File: config.mk
export PLATFORM = sky130hd
export DESIGN_NAME = fbm_classify
export DESIGN_NICKNAME = d
export VERILOG_FILES = /design/src/hdl/fbm_pkg.sv /design/src/hdl/fbm_classify.sv
export SDC_FILE = /design/constraint.sdc
export NUM_CORES = 1
export LEC_CHECK = 0
export ABC_AREA = 0
export ABC_CLOCK_PERIOD_IN_PS = 3350
export BUFFER_PORTS_ARGS = -buffer_cell sky130_fd_sc_hd__buf_4
export CAP_MARGIN = 20
export CORE_AREA = 2 2 220 222
export DETAILED_ROUTE_END_ITERATION = 16
export DIE_AREA = 0 0 222 224
export GPL_TIMING_DRIVEN = 0
export PLACE_DENSITY = 0.36
export REMOVE_ABC_BUFFERS = 1
export SLEW_MARGIN = 0
export SYNTH_ARGS = -nofsm -noshare
export SYNTH_HDL_FRONTEND = slang
export SYNTH_SLANG_ARGS = --single-unit
File: constraint.sdc
create_clock -name vclk -period 3.35
set_clock_uncertainty 0.2 [all_clocks]
set_input_delay 0.335 -clock vclk [all_inputs]
set_output_delay 0.335 -clock vclk [all_outputs]
set_load 0.05 [all_outputs]
File: src/hdl/fbm_pkg.sv
// Shared types, constants and codes of the flow byte meter table.
`default_nettype none
package fbm_pkg;
  localparam int ENTRIES = 1024;
  localparam int SLOTS   = 10;
  localparam int IDX_W   = $clog2(ENTRIES);
  localparam int CNT_W   = $clog2(ENTRIES + 1);
  localparam int HEAD_W  = $clog2(SLOTS);
  localparam int SADDR_W = $clog2(ENTRIES * SLOTS);
  localparam int CFG_IDX_W = 3;

  localparam logic [15:0] ETH_IPV4 = 16'h0800;
  localparam logic [15:0] ETH_IPV6 = 16'h86DD;

  localparam logic [1:0] OP_PKT  = 2'd0;
  localparam logic [1:0] OP_TICK = 2'd1;
  localparam logic [1:0] OP_READ = 2'd2;

  localparam logic [2:0] ST_EXIST = 3'd0;
  localparam logic [2:0] ST_NEW   = 3'd1;
  localparam logic [2:0] ST_IGN   = 3'd2;
  localparam logic [2:0] ST_FULL  = 3'd3;
  localparam logic [2:0] ST_TICK  = 3'd4;
  localparam logic [2:0] ST_READ  = 3'd5;

  localparam logic [CFG_IDX_W-1:0] CFG_V4       = 3'd0;
  localparam logic [CFG_IDX_W-1:0] CFG_V4_VALID = 3'd1;
  localparam logic [CFG_IDX_W-1:0] CFG_V6_HIGH  = 3'd2;
  localparam logic [CFG_IDX_W-1:0] CFG_V6_LOW   = 3'd3;
  localparam logic [CFG_IDX_W-1:0] CFG_V6_VALID = 3'd4;

  typedef struct packed {
    logic [31:0] v4;
    logic        v4_valid;
    logic [63:0] v6_high;
    logic [63:0] v6_low;
    logic        v6_valid;
  } cfg_t;

  // flags: bit0 upload, bit1 ipv6
  typedef struct packed {
    logic [1:0]  flags;
    logic [63:0] high;
    logic [63:0] low;
  } key_t;

  typedef struct packed {
    logic ignore;
    key_t key;
  } cls_t;

  typedef struct packed {
    logic [1:0]  op;
    logic [15:0] pkt_len;
    logic [9:0]  entry_index;
  } cmd_t;

  typedef struct packed {
    logic [2:0]  status;
    logic        entry_valid;
    logic [63:0] peer_high;
    logic [63:0] peer_low;
    logic        upload_flag;
    logic        ipv6_flag;
    logic [31:0] sum_three;
    logic [31:0] sum_five;
    logic [31:0] sum_window;
    logic [31:0] total_out;
    logic [31:0] peak_out;
  } res_t;
endpackage
`default_nettype wire

File: src/hdl/fbm_classify.sv
// Packet classifier: picks the peer, direction and family or marks the packet ignored.
`default_nettype none
module fbm_classify (
  input  fbm_pkg::cfg_t cfg_i,
  input  logic [15:0]   ethertype_i,
  input  logic [63:0]   src_high_i,
  input  logic [63:0]   src_low_i,
  input  logic [63:0]   dst_high_i,
  input  logic [63:0]   dst_low_i,
  output fbm_pkg::cls_t cls_o
);
  logic is4, is6, src_self, dst_self;
  logic [63:0] sh, sl, dh, dl;

  always_comb begin
    is4 = (ethertype_i == fbm_pkg::ETH_IPV4);
    is6 = (ethertype_i == fbm_pkg::ETH_IPV6);
    if (is4) begin
      sh = '0;
      dh = '0;
      sl = {32'd0, src_low_i[31:0]};
      dl = {32'd0, dst_low_i[31:0]};
      src_self = cfg_i.v4_valid && (src_low_i[31:0] == cfg_i.v4);
      dst_self = cfg_i.v4_valid && (dst_low_i[31:0] == cfg_i.v4);
    end else begin
      sh = src_high_i;
      dh = dst_high_i;
      sl = src_low_i;
      dl = dst_low_i;
      src_self = cfg_i.v6_valid && (src_high_i == cfg_i.v6_high) && (src_low_i == cfg_i.v6_low);
      dst_self = cfg_i.v6_valid && (dst_high_i == cfg_i.v6_high) && (dst_low_i == cfg_i.v6_low);
    end
    cls_o.ignore = !(is4 || is6) || (src_self == dst_self);
    cls_o.key.flags = {is6, src_self};
    cls_o.key.high  = src_self ? dh : sh;
    cls_o.key.low   = src_self ? dl : sl;
  end
endmodule
`default_nettype wire

==> results.md, run 1 <==
- Pwr/cell area: 150 nW/um^2
- Share of cells above drive strength 1: 47.5%
- Endpoints failing hold: 0
- Core Box Area: 47300 sq um
- Clk pwr share: 0%
- Sequential Area: 0 sq um
- Unrepaired setup endpoints after global routing: yes
- Final period utilization: 120%
- Worst setup slack after layout: -0.672 ns
- Run status: complete, but fails checks
- VDD IR max: 58.4 uV
- Cell Chain, Critical Path: buf_4, nor2b_1, a2111o_1, nor4_2, nand4_1, or3b_4, or4_4, buf_16, buf_16, mux2i_1, nor2_1, buf_6
- CP Class: input pin to primary output
- NetSw: 1.08 mW
- Xor/xnor share of the synthesized area: 28.8%
- Initial antenna violation count: 2
- Fin area: 12600 sq um
- Synth-to-Final Area Change: 109%
- Synth cell types: 46
- Most area-hungry cell type in the Yosys netlist: xnor2_1
- FF+latch count: 0
- Hpwl dp: 54300 um
- Setup tns final: -65.28 ns
- Mapped Cells: 867
- Worst Path Required: 2.81 ns
- Drt total wl: 61200 um
- Area share of the largest cell type after synthesis: 20.1%
- 1st-pass router iterations: 5
- Failing checks: setup timing
- Max frequency: 249 MHz
- Multiplexer share of the synthesized area: 21.7%
- Iter 0 DRT Violations: 464
- Seq/Total Area, Yosys: 0%
- Sequential group share of total power: 0%
- CTS Hold Bufs: 0
- Drt wl/cell: 29.7 um
- Maxcap violations: 0
- Cell Rows: 80
- Leakage: 6.27 nW
- Total gr overflow: 0
- Syn_area_per_cell: 6.94 sq um
- Slowest cell on the critical path: or4_4
- Max Slew Vio Count: 0
- Post-Syn Area: 6020 sq um
- Placer Congestion: 0.860
- Die height: 224 um
- Arrival time of the worst setup path: 3.49 ns
- Setup crit start kind: input pin
- Post-route ant nets: 0
- PortBufs: 565
- Nature of the critical path endpoint: primary output
- Vias/cell: 4.41
- Worst rel slew slack: 27.9%
- YS warnings: 0
- First-pass GRT wire length: 79700 um
- P_int: 0.802 mW
- Final setup viols: 130
- Tmin final: 4.02 ns
- Die Wd: 222 um
- Die area: 49700 sq um
- Vias in the first global route: 9717
- Placed Area: 11100 sq um
- Worst-path maximum fanout: 8
- Pin slew with the least headroom to its limit: 1.07 ns
- Top post-synthesis cells by area: xnor2_1 20%, mux2i_1 16%, xor2_1 8.7%
- # IOs: 565
- Pwr Total: 1.88 mW
- Hold Crit Class: input pin to primary output
- Worst stage delay on the critical path: 0.59 ns
- Antenna Cells: 0
- Largest family of logic cells by synthesized area: XOR/XNOR gates
- Vias: 9071
- Sw frac: 57.4%
- Top cell by count, worst path: buf_16
- Final nets: 1879
- Pin count of the biggest net entering global routing: 18
- Compound-Gate Fraction of Synth Area: 13.5%
- DRC: 0
- Combinational Power Share: 100.0%
- Simple-Gate Fraction of Synth Area: 28.0%
- Initial Util: 12.7%
- Adder-Cell Fraction of Synth Area: 0%
- Clkbuf count: 0
- Global-route usage over all layers: 23.1%
-- area by class of cell --
type	count	area, sq um
fill	5291	34800
inverter	93	357
multi-input combinational	748	6010
tap	615	769
timing repair buffer	602	5430
-- synth_stat cells (3+ instances only) --
master,count
mux2_1,4
mux2_2,25
xor2_1,60
a22o_1,8
or3_1,5
o2bb2ai_1,10
a222oi_1,3
o221ai_1,3
a2111o_1,4
xnor2_1,138
mux2i_1,98
inv_1,93
nand4_1,60
o22ai_1,36
a21oi_1,6
nor2_1,106
nand2_1,17
clkbuf_1,11
nor2b_1,18
a22oi_1,4
nor3_1,14
or4_1,5
a221oi_1,8
nand3_1,9
o2111ai_1,10
nand2b_1,46
buf_2,11
nor4_1,30
-- power groups by stage --
stage,Clock (mW),Sequential (mW),Combinational [mW]
2_1_floorplan,0,0,0.735
3_3_place_gp,0,0,1.75
3_5_place_dp,0,0,1.76
4_1_cts,0,0,1.82
5_1_grt,0,0,1.98
6_report,0,0,1.88
-- timing repair --
action | CTS | global route
buffers inserted | 8 | 4
setup endpoints to repair | 130 | 129
pin swaps | 20 | 22
cloned | 6 | 6
gates resized for setup | 95 | 150
-- metrics by stage --
| step | setup slack [ns] | utilization [%] | std cells | hold slack (ns) |
|---|---|---|---|---|
| floorplan | -4.62 | - | 841 | 0.705 |
| global placement | -8.68 | 23.0 | 2021 | 0.886 |
| detailed placement | -1.33 | 23.5 | 2034 | 0.883 |
| CTS | -0.622 | 25.0 | 2048 | 0.895 |
| global route | -0.675 | 26.6 | 2058 | 0.866 |
| finish | -0.672 | 26.6 | 2058 | 0.861 |
-- path summary, 6_finish.rpt --
check | from | end | slack, ns | depth (start not counted)
setup / recovery | cfg_i[33] | cls_o[114] | -0.67 | 12
hold / removal | src_low_i[3] | cls_o[3] | 0.86 | 3
-- kinds of logic (layout without fill, tap and decap cells) --
group | Yosys count | in the layout
multiplexers | 127 | 127
XOR/XNOR | 198 | 198
AND/OR/NAND/NOR | 319 | 319
AO/OA/AOI/OAI | 104 | 104
buffers and inverters | 119 | 695
-- layout by cell type, fill, tap and decap left out, drive strengths merged, types with 14 or more instances in the layout --
cell / netlist / layout
xnor2: 138 / 138
mux2: 29 / 29
nor2: 106 / 106
nor2b: 18 / 18
buf: 15 / 595
mux2i: 98 / 98
o22ai: 36 / 36
xor2: 60 / 60
inv: 93 / 91
nand4: 60 / 60
nand2: 17 / 17
nand2b: 46 / 46
nor4: 30 / 30
nor3: 14 / 14
-- worst max-delay path, delay by kind of cell --
family,cells,cell delay [ns]
AND/OR/NAND/NOR,6,1.89
buffers and inverters,4,0.68
AO/OA/AOI/OAI,1,0.43
multiplexers,1,0.12
-- layer usage --
layer,vias up,part of all wire (%),global-route usage (%)
met5,-,0.013,0
met3,24,4.7,2.82
met4,2,1.1,1.96
met2,417,50,42.7
li1,4247,-,-
met1,4381,44,29.5
(Power assumes the default switching activity.)
==> run 2: changes to the inputs <==
- GPL_TIMING_DRIVEN: 0 -> default
==> run 2 against run 1 <==
The run still ends with setup timing left. Critical path depth is 2 higher. Worst setup slack improved by 0.16 ns. Utilization grew 2.4 points. Final cell count is 12% higher. Sequential share of layout area unchanged. Via count is 9.4% higher. Non-clock buffer count is 237 higher. Maximum frequency rose by 4.2%. Die area unchanged. Global-route usage grew 0.80 points. Critical path type unchanged. Critical endpoint is now cls_o[61].
==> results.md, run 2 (synthesis gave the netlist of run 1 again) <==
- Run status: complete, but fails checks
- Failing checks: setup timing
- Worst-path maximum fanout: 4
- Most frequent cells in the layout: 753 x buf_4, 134 x xnor2_1, 105 x nor2_1
- Max Slew Vio Count: 0
- Final nets: 2116
- FF+latch count: 0
- Wire length on met2: 31600 um
- Clkbuf count: 0
- 1st-pass router iterations: 5
- Post-route ant nets: 0
- Commonest non-fill, non-tap cell in the layout: buf_4
- Iter 0 DRT Violations: 485
- Drt total wl: 62200 um
- Max frequency: 259 MHz
- Met1 Wirelength: 26700 um
- Post-layout util: 29.0%
- Cell Chain, Critical Path: buf_6, nor2b_1, a2111o_1, nor3_4, buf_4, nand4_1, or3b_4, buf_4, or3_4, buf_12, clkbuf_16, mux2i_1, nor2_1, buf_6
- Placed Area: 12900 sq um
- Pin slew with the least headroom to its limit: 0.666 ns
- Maxcap violations: 0
- Worst setup slack after layout: -0.509 ns
- Die height: 224 um
- Hold Crit Class: input pin to primary output
- Global-route usage over all layers: 23.9%
- Vias: 9920
- Synth-to-Final Area Change: 128%
- Drt wl/cell: 27.1 um
- Pin count of the biggest net entering global routing: 68
- Final period utilization: 115%
- Fin area: 13700 sq um
- Vias/cell: 4.32
- # IOs: 565
- CP Class: input pin to primary output
- Die Wd: 222 um
- Post-Place Setup Slack: -0.765 ns
- Placer Congestion: 0.869
- Initial antenna violation count: 5
- Sequential Area: 0 sq um
- Total gr overflow: 0
- Cell Rows: 80
- Share of cells above drive strength 1: 53.6%
- DRC: 0
- Setup crit start kind: input pin
- Layout fillers: 5283
- Endpoints failing hold: 0
- Setup tns final: -51.61 ns
- Core Box Area: 47300 sq um
- Hpwl dp: 56300 um
- CTS Hold Bufs: 0
- PortBufs: 565
- Area occupied by multi-input gates: 5800 sq um
- Die area: 49700 sq um
- Nature of the critical path endpoint: primary output
- Worst Path Required: 2.81 ns
- Highest routed layer: met5
- Arrival time of the worst setup path: 3.32 ns
- Tmin final: 3.86 ns
- Met3 wire len: 3120 um
- Final setup viols: 130
- First-pass GRT wire length: 83800 um
- Initial Util: 12.7%
- Worst stage delay on the critical path: 0.44 ns
- Slowest cell on the critical path: a2111o_1
- Worst rel slew slack: 55.6%
- Vias in the first global route: 10636
- Unrepaired setup endpoints after global routing: yes
-- run 2: changes by cell type in the layout (fill, tap and decap cells not counted), sizes merged --
cell / previous run / this run
diode: 0 / 2
clkinvlp: 2 / 0
inv: 91 / 93
clkbuf: 6 / 2
buf: 595 / 836
-- run 2: final timing paths --
path,depth (start not counted),endpoint,slack (ns),startpoint
min,3,cls_o[17],0.88,dst_low_i[17]
max,14,cls_o[61],-0.51,cfg_i[66]
-- run 2: per-layer routing --
layer | global-route usage [%] | up-vias
met2 | 44.4 | 441
met4 | 2.16 | 4
met3 | 3.44 | 25
met1 | 30.0 | 4724
li1 | - | 4726
met5 | 0 | -
-- run 2: cell type report --
| cell class | instances | area share, % |
|---|---|---|
| diodes | 2 | 0.0364 |
| inverters | 93 | 2.54 |
| multi-input cells | 748 | 42.3 |
| well taps | 615 | 5.60 |
| repair buffers | 839 | 49.6 |
-- run 2: timing repair --
action                                  4_1_cts  5_1_grt
gates resized for setup                      87       42
pin swaps                                     8       14
endpoints found under the setup margin      130      130
buffers inserted                              7        4
gates cloned                                  4        2
-- run 2: critical path, delay by kind of cell --
family,cells,cell delay [ns]
compound gates,1,0.44
buf+inv,6,0.88
mux,1,0.12
simple gates,6,1.53
-- run 2: per-stage QoR --
stage	std cells	hold WS, ns
2_1_floorplan	841	0.705
3_5_place_dp	2281	0.884
3_3_place_gp	2281	0.889
4_1_cts	2292	0.891
6_report	2297	0.881
5_1_grt	2296	0.881
